`src/design/tlr_pkg.sv`:
```
// Shared types and constants for the thick line rasterizer.
// Holds the command and status encodings passed between the sequencer and
// its disc scan and line walk units. No dependencies.
package tlr_pkg;

	// Fixed field widths of the transfer payload.
	localparam int COLOUR_BITS    = 64;
	localparam int RADIUS_IN_BITS = 6;

	// Meaning of the action field.
	localparam logic ACT_LOAD = 1'b0;
	localparam logic ACT_STEP = 1'b1;

	// Commands to the disc offset scanner.
	typedef enum logic [1:0] {
		SCAN_HOLD,
		SCAN_LOAD,
		SCAN_RESTART,
		SCAN_ADVANCE
	} scan_cmd_t;

	// Status of the disc offset scanner.
	typedef struct packed {
		logic kept;   // current offset lies inside the disc
		logic wrap;   // advancing from the current offset finishes the disc
	} scan_stat_t;

	// Commands to the line walker.
	typedef enum logic [1:0] {
		WALK_HOLD,
		WALK_LOAD,
		WALK_STEP
	} walk_cmd_t;

endpackage

```
`src/design/thick_line_rasterizer.sv`:
```
// Thick line rasterizer. A load transfer (action 0) latches two endpoints, a
// brush radius and a colour; it gives no result. Each step transfer (action 1)
// gives one pixel write of the Bresenham line stamped with a filled disc at
// every centre, or an all-zero result in the next cycle when no line is active.
// A step occupies the block while the scanner tests each following disc offset,
// up to and including the next offset inside the disc or the end of the disc;
// the scanner tests one offset per cycle. The last pixel of a disc needs no
// scan. in_stall is high while that scan runs and while a finished result
// waits on out_stall.
// Depends on tlr_pkg, tlr_disc_scan and tlr_line_walk.
module thick_line_rasterizer import tlr_pkg::*; #(
	parameter int COORD_BITS = 16,
	parameter int RADIUS_MAX = 63
) (
	input  logic                         clk,
	input  logic                         arst_n,
	input  logic                         in_valid,
	output logic                         in_stall,
	input  logic                         action,
	input  logic signed [COORD_BITS-1:0] start_x,
	input  logic signed [COORD_BITS-1:0] start_y,
	input  logic signed [COORD_BITS-1:0] end_x,
	input  logic signed [COORD_BITS-1:0] end_y,
	input  logic [RADIUS_IN_BITS-1:0]    brush_radius,
	input  logic [COLOUR_BITS-1:0]       colour,
	output logic                         out_valid,
	input  logic                         out_stall,
	output logic                         pixel_valid,
	output logic signed [COORD_BITS:0]   pixel_x,
	output logic signed [COORD_BITS:0]   pixel_y,
	output logic [COLOUR_BITS-1:0]       pixel_colour,
	output logic                         last_pixel
);

	localparam int CB  = COORD_BITS;
	localparam int RBC = $clog2(RADIUS_MAX + 1);
	localparam int RB  = (RBC < 1) ? 1 : RBC;
	localparam int OB  = RB + 2;
	localparam int SW  = ((CB + 1 > OB) ? CB + 1 : OB) + 1;

	typedef enum logic [1:0] {
		ST_IDLE,
		ST_READY,
		ST_SEARCH
	} state_t;

	state_t                 state_q;
	logic                   out_valid_q;
	logic                   pix_valid_q;
	logic signed [CB:0]     pix_x_q;
	logic signed [CB:0]     pix_y_q;
	logic [COLOUR_BITS-1:0] pix_colour_q;
	logic                   last_q;
	logic [COLOUR_BITS-1:0] colour_q;

	scan_cmd_t            scan_cmd;
	scan_stat_t           scan_stat;
	logic signed [OB-1:0] row;
	logic signed [OB-1:0] col;
	logic [RB-1:0]        radius_sat;
	walk_cmd_t            walk_cmd;
	logic signed [CB:0]   centre_x;
	logic signed [CB:0]   centre_y;
	logic                 at_end;

	logic                 accept;
	logic                 is_load;
	logic                 is_step;
	logic                 run;
	logic                 found;
	logic                 disc_end;
	logic                 set_out;
	logic signed [SW-1:0] sum_x;
	logic signed [SW-1:0] sum_y;

	// Radius saturation at load.
	assign radius_sat = (int'(brush_radius) > RADIUS_MAX) ? RB'(RADIUS_MAX) : RB'(brush_radius);

	// Handshake and sequencing decisions.
	assign in_stall = (state_q == ST_SEARCH) || (out_valid_q && out_stall);
	assign accept   = in_valid && !in_stall;
	assign is_load  = accept && (action == ACT_LOAD);
	assign is_step  = accept && (action == ACT_STEP);
	assign run      = (is_step && state_q == ST_READY) || (state_q == ST_SEARCH);
	assign found    = (state_q == ST_SEARCH) && scan_stat.kept;
	assign disc_end = run && !found && scan_stat.wrap;
	assign set_out  = (is_step && state_q == ST_IDLE) || found || disc_end;

	// Commands to the scan and walk units.
	always_comb begin
		scan_cmd = SCAN_HOLD;
		walk_cmd = WALK_HOLD;
		if (is_load) begin
			scan_cmd = SCAN_LOAD;
			walk_cmd = WALK_LOAD;
		end else if (disc_end) begin
			if (!at_end) begin
				scan_cmd = SCAN_RESTART;
				walk_cmd = WALK_STEP;
			end
		end else if (run && !found) begin
			scan_cmd = SCAN_ADVANCE;
		end
	end

	// Pixel position of the current centre and offset.
	assign sum_x = SW'(centre_x) + SW'(col);
	assign sum_y = SW'(centre_y) + SW'(row);

	tlr_disc_scan #(
		.RB(RB)
	) u_scan (
		.clk    (clk),
		.arst_n (arst_n),
		.cmd    (scan_cmd),
		.radius (radius_sat),
		.row    (row),
		.col    (col),
		.stat   (scan_stat)
	);

	tlr_line_walk #(
		.CB(CB)
	) u_walk (
		.clk      (clk),
		.arst_n   (arst_n),
		.cmd      (walk_cmd),
		.start_x  (start_x),
		.start_y  (start_y),
		.end_x    (end_x),
		.end_y    (end_y),
		.centre_x (centre_x),
		.centre_y (centre_y),
		.at_end   (at_end)
	);

	// Sequencer state and the result register.
	always_ff @(posedge clk or negedge arst_n) begin
		if (!arst_n) begin
			state_q      <= ST_IDLE;
			out_valid_q  <= 1'b0;
			pix_valid_q  <= 1'b0;
			pix_x_q      <= '0;
			pix_y_q      <= '0;
			pix_colour_q <= '0;
			last_q       <= 1'b0;
			colour_q     <= '0;
		end else begin
			// A new result is raised; a transferred one is dropped.
			if (set_out) begin
				out_valid_q <= 1'b1;
			end else if (!out_stall) begin
				out_valid_q <= 1'b0;
			end
			if (is_load) begin
				colour_q <= colour;
				state_q  <= ST_READY;
			end else if (is_step && state_q == ST_IDLE) begin
				pix_valid_q  <= 1'b0;
				pix_x_q      <= '0;
				pix_y_q      <= '0;
				pix_colour_q <= '0;
				last_q       <= 1'b0;
			end else if (run) begin
				if (is_step) begin
					pix_valid_q  <= 1'b1;
					pix_x_q      <= sum_x[CB:0];
					pix_y_q      <= sum_y[CB:0];
					pix_colour_q <= colour_q;
				end
				if (found) begin
					last_q  <= 1'b0;
					state_q <= ST_READY;
				end else if (disc_end) begin
					last_q  <= at_end;
					state_q <= at_end ? ST_IDLE : ST_READY;
				end else begin
					state_q <= ST_SEARCH;
				end
			end
		end
	end

	assign out_valid    = out_valid_q;
	assign pixel_valid  = pix_valid_q;
	assign pixel_x      = pix_x_q;
	assign pixel_y      = pix_y_q;
	assign pixel_colour = pix_colour_q;
	assign last_pixel   = last_q;

endmodule

```
`src/design/tlr_disc_scan.sv`:
```
// Disc offset scanner: holds the brush radius and the current row and column
// offset, advances one offset per command and tests it against the disc.
// Depends on tlr_pkg.
module tlr_disc_scan import tlr_pkg::*; #(
	parameter int RB = 6
) (
	input  logic                 clk,
	input  logic                 arst_n,
	input  scan_cmd_t            cmd,
	input  logic [RB-1:0]        radius,
	output logic signed [RB+1:0] row,
	output logic signed [RB+1:0] col,
	output scan_stat_t           stat
);

	localparam int OB = RB + 2;
	localparam int SB = 2 * OB + 1;

	logic signed [OB-1:0] row_q;
	logic signed [OB-1:0] col_q;
	logic [RB-1:0]        rad_q;
	logic [2*RB-1:0]      rsq_q;

	logic signed [OB-1:0]   rad_s;
	logic signed [OB-1:0]   col_inc;
	logic signed [OB-1:0]   row_nx;
	logic signed [OB-1:0]   col_nx;
	logic signed [2*OB-1:0] row_sq;
	logic signed [2*OB-1:0] col_sq;
	logic [SB-1:0]          norm_sq;

	assign rad_s = signed'({2'b00, rad_q});

	// Next offset in scan order: column up, then wrap to the next row down.
	always_comb begin
		col_inc = col_q + OB'(1);
		row_nx  = row_q;
		col_nx  = col_inc;
		if (col_inc > rad_s) begin
			col_nx = -rad_s;
			row_nx = row_q - OB'(1);
		end
	end

	// Inside test of the current offset.
	assign row_sq  = row_q * row_q;
	assign col_sq  = col_q * col_q;
	assign norm_sq = SB'(unsigned'(row_sq)) + SB'(unsigned'(col_sq));

	assign stat.kept = (norm_sq <= SB'(rsq_q));
	assign stat.wrap = (row_nx < -rad_s);
	assign row       = row_q;
	assign col       = col_q;

	// Offset and radius registers.
	always_ff @(posedge clk or negedge arst_n) begin
		if (!arst_n) begin
			row_q <= '0;
			col_q <= '0;
			rad_q <= '0;
			rsq_q <= '0;
		end else begin
			case (cmd)
				SCAN_LOAD: begin
					rad_q <= radius;
					rsq_q <= (2*RB)'(radius * radius);
					row_q <= signed'({2'b00, radius});
					col_q <= '0;
				end
				SCAN_RESTART: begin
					row_q <= rad_s;
					col_q <= '0;
				end
				SCAN_ADVANCE: begin
					row_q <= row_nx;
					col_q <= col_nx;
				end
				default: begin
				end
			endcase
		end
	end

endmodule

```
`src/design/tlr_line_walk.sv`:
```
// Line walker: sets up the Bresenham terms on load and moves the centre one
// step along the major axis per command. Depends on tlr_pkg.
module tlr_line_walk import tlr_pkg::*; #(
	parameter int CB = 16
) (
	input  logic                 clk,
	input  logic                 arst_n,
	input  walk_cmd_t            cmd,
	input  logic signed [CB-1:0] start_x,
	input  logic signed [CB-1:0] start_y,
	input  logic signed [CB-1:0] end_x,
	input  logic signed [CB-1:0] end_y,
	output logic signed [CB:0]   centre_x,
	output logic signed [CB:0]   centre_y,
	output logic                 at_end
);

	localparam int EB = CB + 4;

	logic signed [CB:0]   cx_q;
	logic signed [CB:0]   cy_q;
	logic signed [CB-1:0] end_q;
	logic signed [EB-1:0] err_q;
	logic [CB:0]          tmaj_q;
	logic [CB:0]          tmin_q;
	logic                 neg_q;
	logic                 steep_q;

	logic signed [CB:0]   dx;
	logic signed [CB:0]   dy;
	logic [CB-1:0]        adx;
	logic [CB-1:0]        ady;
	logic                 steep_ld;
	logic                 swap_x;
	logic                 swap_y;
	logic signed [CB-1:0] ld_cx;
	logic signed [CB-1:0] ld_cy;
	logic signed [CB-1:0] ld_end;
	logic                 ld_neg;
	logic signed [EB-1:0] ld_err;
	logic signed [EB-1:0] err_add;
	logic signed [EB-1:0] err_nx;
	logic signed [CB:0]   minor_d;
	logic signed [CB:0]   cx_nx;
	logic signed [CB:0]   cy_nx;

	// Load setup: deltas, orientation and the start at the lower end.
	always_comb begin
		dx       = (CB+1)'(end_x) - (CB+1)'(start_x);
		dy       = (CB+1)'(end_y) - (CB+1)'(start_y);
		adx      = dx[CB] ? CB'(-dx) : CB'(dx);
		ady      = dy[CB] ? CB'(-dy) : CB'(dy);
		steep_ld = (ady != '0) && (ady >= adx);
		swap_x   = end_x < start_x;
		swap_y   = end_y < start_y;
		if (steep_ld) begin
			ld_cx  = swap_y ? end_x : start_x;
			ld_cy  = swap_y ? end_y : start_y;
			ld_end = swap_y ? start_y : end_y;
			ld_neg = (swap_y ? start_x : end_x) < ld_cx;
			ld_err = signed'(EB'({adx, 1'b0})) - signed'(EB'(ady));
		end else begin
			ld_cx  = swap_x ? end_x : start_x;
			ld_cy  = swap_x ? end_y : start_y;
			ld_end = swap_x ? start_x : end_x;
			ld_neg = (swap_x ? start_y : end_y) < ld_cy;
			ld_err = signed'(EB'({ady, 1'b0})) - signed'(EB'(adx));
		end
	end

	// One Bresenham step: accumulate, decide the minor step, advance major.
	always_comb begin
		err_add = err_q + signed'(EB'(tmin_q));
		err_nx  = err_add;
		minor_d = '0;
		if (!err_add[EB-1]) begin
			minor_d = neg_q ? -(CB+1)'(1) : (CB+1)'(1);
			err_nx  = err_add - signed'(EB'(tmaj_q));
		end
		if (steep_q) begin
			cx_nx = cx_q + minor_d;
			cy_nx = cy_q + (CB+1)'(1);
		end else begin
			cx_nx = cx_q + (CB+1)'(1);
			cy_nx = cy_q + minor_d;
		end
	end

	assign at_end   = (steep_q ? cy_q : cx_q) >= (CB+1)'(end_q);
	assign centre_x = cx_q;
	assign centre_y = cy_q;

	// Line state registers.
	always_ff @(posedge clk or negedge arst_n) begin
		if (!arst_n) begin
			cx_q    <= '0;
			cy_q    <= '0;
			end_q   <= '0;
			err_q   <= '0;
			tmaj_q  <= '0;
			tmin_q  <= '0;
			neg_q   <= 1'b0;
			steep_q <= 1'b0;
		end else begin
			case (cmd)
				WALK_LOAD: begin
					cx_q    <= (CB+1)'(ld_cx);
					cy_q    <= (CB+1)'(ld_cy);
					end_q   <= ld_end;
					err_q   <= ld_err;
					tmaj_q  <= steep_ld ? {ady, 1'b0} : {adx, 1'b0};
					tmin_q  <= steep_ld ? {adx, 1'b0} : {ady, 1'b0};
					neg_q   <= ld_neg;
					steep_q <= steep_ld;
				end
				WALK_STEP: begin
					cx_q  <= cx_nx;
					cy_q  <= cy_nx;
					err_q <= err_nx;
				end
				default: begin
				end
			endcase
		end
	end

endmodule

```
`config.mk`:
```
export PLATFORM = sky130hd
export DESIGN_NAME = thick_line_rasterizer
export DESIGN_NICKNAME = d
export VERILOG_FILES = /design/src/design/tlr_pkg.sv /design/src/design/thick_line_rasterizer.sv /design/src/design/tlr_disc_scan.sv /design/src/design/tlr_line_walk.sv
export SDC_FILE = /design/constraint.sdc
export NUM_CORES = 1
export LEC_CHECK = 0
export ABC_AREA = 1
export BUFFER_PORTS_ARGS = -buffer_cell sky130_fd_sc_hd__buf_2
export CELL_PAD_IN_SITES_DETAIL_PLACEMENT = 1
export CELL_PAD_IN_SITES_GLOBAL_PLACEMENT = 1
export CORE_ASPECT_RATIO = 0.5
export CORE_MARGIN = 5
export CORE_UTILIZATION = 40
export DETAILED_ROUTE_END_ITERATION = 16
export PLACE_DENSITY = 0.82
export SYNTH_ARGS = -nofsm -noshare
export SYNTH_HDL_FRONTEND = slang
export SYNTH_SLANG_ARGS = --single-unit
```
`constraint.sdc`:
```
create_clock -name clk -period 20.4 [get_ports clk]
set_clock_uncertainty 0.15 [all_clocks]
set_input_delay 0 -clock clk [delete_from_list [all_inputs] [get_ports clk]]
set_output_delay 0 -clock clk [all_outputs]
set_load 0.005 [all_outputs]
```
==> metrics.md <==
| Metric | Value |
|---|---|
| Clk_lat worst skew | 0.56 ns |
| Hold Path Class | input pin to register |
| RSZ-0062 raised after global routing | false |
| WP buf/inv | 8 |
| CTS buffer count | 35 |
| Core ar. | 0.0752 mm2 |
| Max incr delay on CP | 0.91 ns |
| CP max FO | 37 |
| Syn Inst Count | 4374 |
| CTS root buf | clkbuf_16 |
| Uppermost layer routed | met4 |
| All-layer global routing usage | 28.4% |
| Max clock buf depth | 3 |
| Drt first pass iters | 5 |
| Layout cells sized above 1 | 7.96% |
| Die width | 400 um |
| Hold Crit Start | colour[23] |
| Hold Path Depth | 4 |
| Pre-CTS WS | 11.04 ns |
| Largest net degree at the start of global routing | 219 |
| Synthesized flop and latch total | 302 |
| Sequential share of the synthesized area | 24.9% |
| Total of max-cap violations | 0 |
| # rows | 71 |
| Share of the synthesized area in the top cell type | 24.9% |
| Peak supply drop | 180 uV |
| Port buffer count | 240 |
| Multi-input logic area | 0.0196 mm2 |
| CP most frequent cell | nand2_1 |
| Drt drc | 0 |
| Slowest-stage cell, CP | dfrtp_1 |
| Routed wire length | 118000 um |
| Netlist Area Pre-Place | 0.0304 mm2 |
| Top post-synthesis cells by area | dfrtp_1, nand2_1, ha_1, inv_1, fa_1 |
| Worst hold path endpoint | colour_q[23] |
| Yosys cell types | 57 |
| Routed wl met3 | 5280 um |
| DR vias | 31.5k |
| Final Hold Fails | 0 |
| WL per Instance | 20.5 um |
| Vias in the first global route | 33.7k |
| Syn_area_per_cell | 6.94 um2 |
| Remaining Overflow, GRT | 0 |
| Fin. max-slew vios | 0 |
| Final setup viols | 0 |
| FF+latch area | 0.00756 mm2 |
| Most instantiated cells after synthesis | nand2_1, inv_1, o21ai_0, ha_1, dfrtp_1 |
| Count leader, synth | nand2_1 |
| Worst-Margin Slew | 1.25 ns |
| Initial antenna violation count | 9 |
| First-pass GRT wire length | 185000 um |
| Critical path data required time | 20.72 ns |
| Die Area | 0.0819 mm2 |
| Ys Warns | 0 |
| Drt via density | 5.47 |
| Critical path arrival | 9.90 ns |
| Outcome | completed |
| Delay-heaviest family, CP | adder cells |
| Crit. End Element | register |
| Sum of negative setup slack | 0 ns |
| Fmax | 104 MHz |
| Post-CTS Setup Bufs | 0 |
| Initial DRC count | 2027 |
| Clock slew at reported path FFs | 0.07 ns |
| H-tree Lvls | 2 |
| Worst reg2reg startpoint | u_scan.row[7] |
| TritonCTS clock tree | done |
| Synthesized Nets | 4929 |
| Post-synth EDFFs | 0 |
| Worst r2r path cells | 35 |
| Worst Setup Path Type | register to register |
| Power per standard cell area | 190 mW/mm2 |
| Placed instance count | 5507 |
| Ys async rst share | 100% |
| Fin crit period | 9.58 ns |
| Routed length on met1 | 49000 um |
| Yosys top cell by area | dfrtp_1 |
| Worst reg-to-reg setup slack | 10.82 ns |
| Tot Pwr | 6.73 mW |
| Starting Density | 40.4% |
| Filler cell count | 9754 |
| Fin crit share | 47.0% |
| Hpwl dp | 84500 um |
| Met2 WL | 57000 um |
| GP Congestion | 0.900 |
| Leakage dissipation | 19.2 nW |
| Critical Path Source Type | register |
| Final ANT Viol Nets | 0 |
| R2r endpoint | u_walk.centre_y[7] |
| Final Util | 47.0% |
| Nets | 5254 |
| Die H | 205 um |
| Synthesis-to-finish area growth | 16.4% |
| Final setup margin | 10.82 ns |
| Final cell count without fillers | 5758 |
| Max-slew headroom at the worst pin | 16.4% |
| # IOs | 241 |
| Main flop type after synthesis | dfrtp_1 |
| Sink Count | 302 |
## power breakdown
| group | internal (mW) | total, mW | switching, mW | leakage [nW] |
|---|---|---|---|---|
| Clock | 0.378 | 0.669 | 0.290 | 0.579 |
| Sequential | 0.853 | 1.13 | 0.277 | 3.80 |
| Combinational | 1.82 | 4.93 | 3.11 | 14.8 |
## tightest hold or removal path: cells and delay by family
| kind | cells | cell delay [ns] |
|---|---|---|
| AOI/OAI and AO/OA | 1 | 0.06 |
| and+or+nand+nor | 1 | 0.04 |
| buffers and inverters | 2 | 0.63 |
## metrics by stage
step	instance area, um2	hold slack, ns
finish	35400	0.0547
global route	35300	0.0712
CTS	35300	0.0118
detailed placement	32400	-0.0189
global placement	32400	-0.0237
floorplan	30400	-0.446
## metal layers
layer	track usage [%]	vias to the layer above
met3	2.73	352
li1	-	14700
met4	14.4	0
met1	35.2	15500
met2	49.5	963
met5	0	-
## area by class of cell
type,instances,share of cell area (%)
multi-input combinational,3233,55.4
sequential,302,21.4
timing repair buffer,434,8.86
inverter,693,7.37
tap,1022,3.62
clock buffer,44,2.75
clock inverter,18,0.538
antenna,12,0.0849
## sequential cells by signal, summed over array words and instances, names as in the netlist, 17 cells and up
name             count
u_walk.centre_x     17
u_walk.centre_y     17
u_walk.err_q        19
colour_q            64
pixel_y             17
pixel_x             17
pixel_colour        64
## worst max path at each step
stage | start | endpoint | slack [ns] | cells past startpoint
after floorplan | u_scan.row[7] | u_walk.err_q[10] | 13.40 | 35
after global placement | u_scan.row[7] | u_walk.err_q[18] | 11.37 | 35
after detailed placement | u_scan.row[7] | u_walk.centre_y[7] | 11.04 | 35
after CTS | u_scan.row[7] | u_walk.centre_y[7] | 10.94 | 35
after global routing | u_scan.row[7] | u_walk.centre_y[7] | 10.24 | 35
final | u_scan.row[7] | u_walk.centre_y[7] | 10.82 | 35
## logic make-up (layout without fill, tap and decap cells)
| family | Yosys count | in the layout | share of synthesized area (%) |
|---|---|---|---|
| AO/OA/AOI/OAI | 804 | 804 | 14.5 |
| XOR/XNOR | 175 | 175 | 5.10 |
| adder cells (fa/ha/maj) | 416 | 416 | 19.9 |
| buffers and inverters | 839 | 1189 | 10.7 |
| flip-flops | 302 | 302 | 24.9 |
| multiplexers | 2 | 2 | 0.0700 |
| other | 0 | 12 | 0 |
| AND/OR/NAND/NOR | 1836 | 1836 | 24.8 |
## what timing repair did
action / 4_1_cts / 5_1_grt
endpoints found under the hold margin: 239 / 0
setup endpoints to repair: 0 / 0
gates resized for setup: 0 / 0
hold buffers: 177 / 0
## layout by cell type, fill, tap and decap left out, types with 20 or more instances in the layout
master and n:
nor3_1 23, inv_1 683, xnor2_1 56, ha_1 306, nand4_1 34, clkbuf_16 36
o21ai_1 25, nand3_1 298, o21ai_0 382, xor2_1 117, nand2_1 1235, dlygate4sd3_1 176
buf_2 239, or2_2 20, fa_1 110, dfrtp_1 302, nor2_1 191, o211ai_1 44
a21oi_1 251
(Power assumes the default switching activity.)
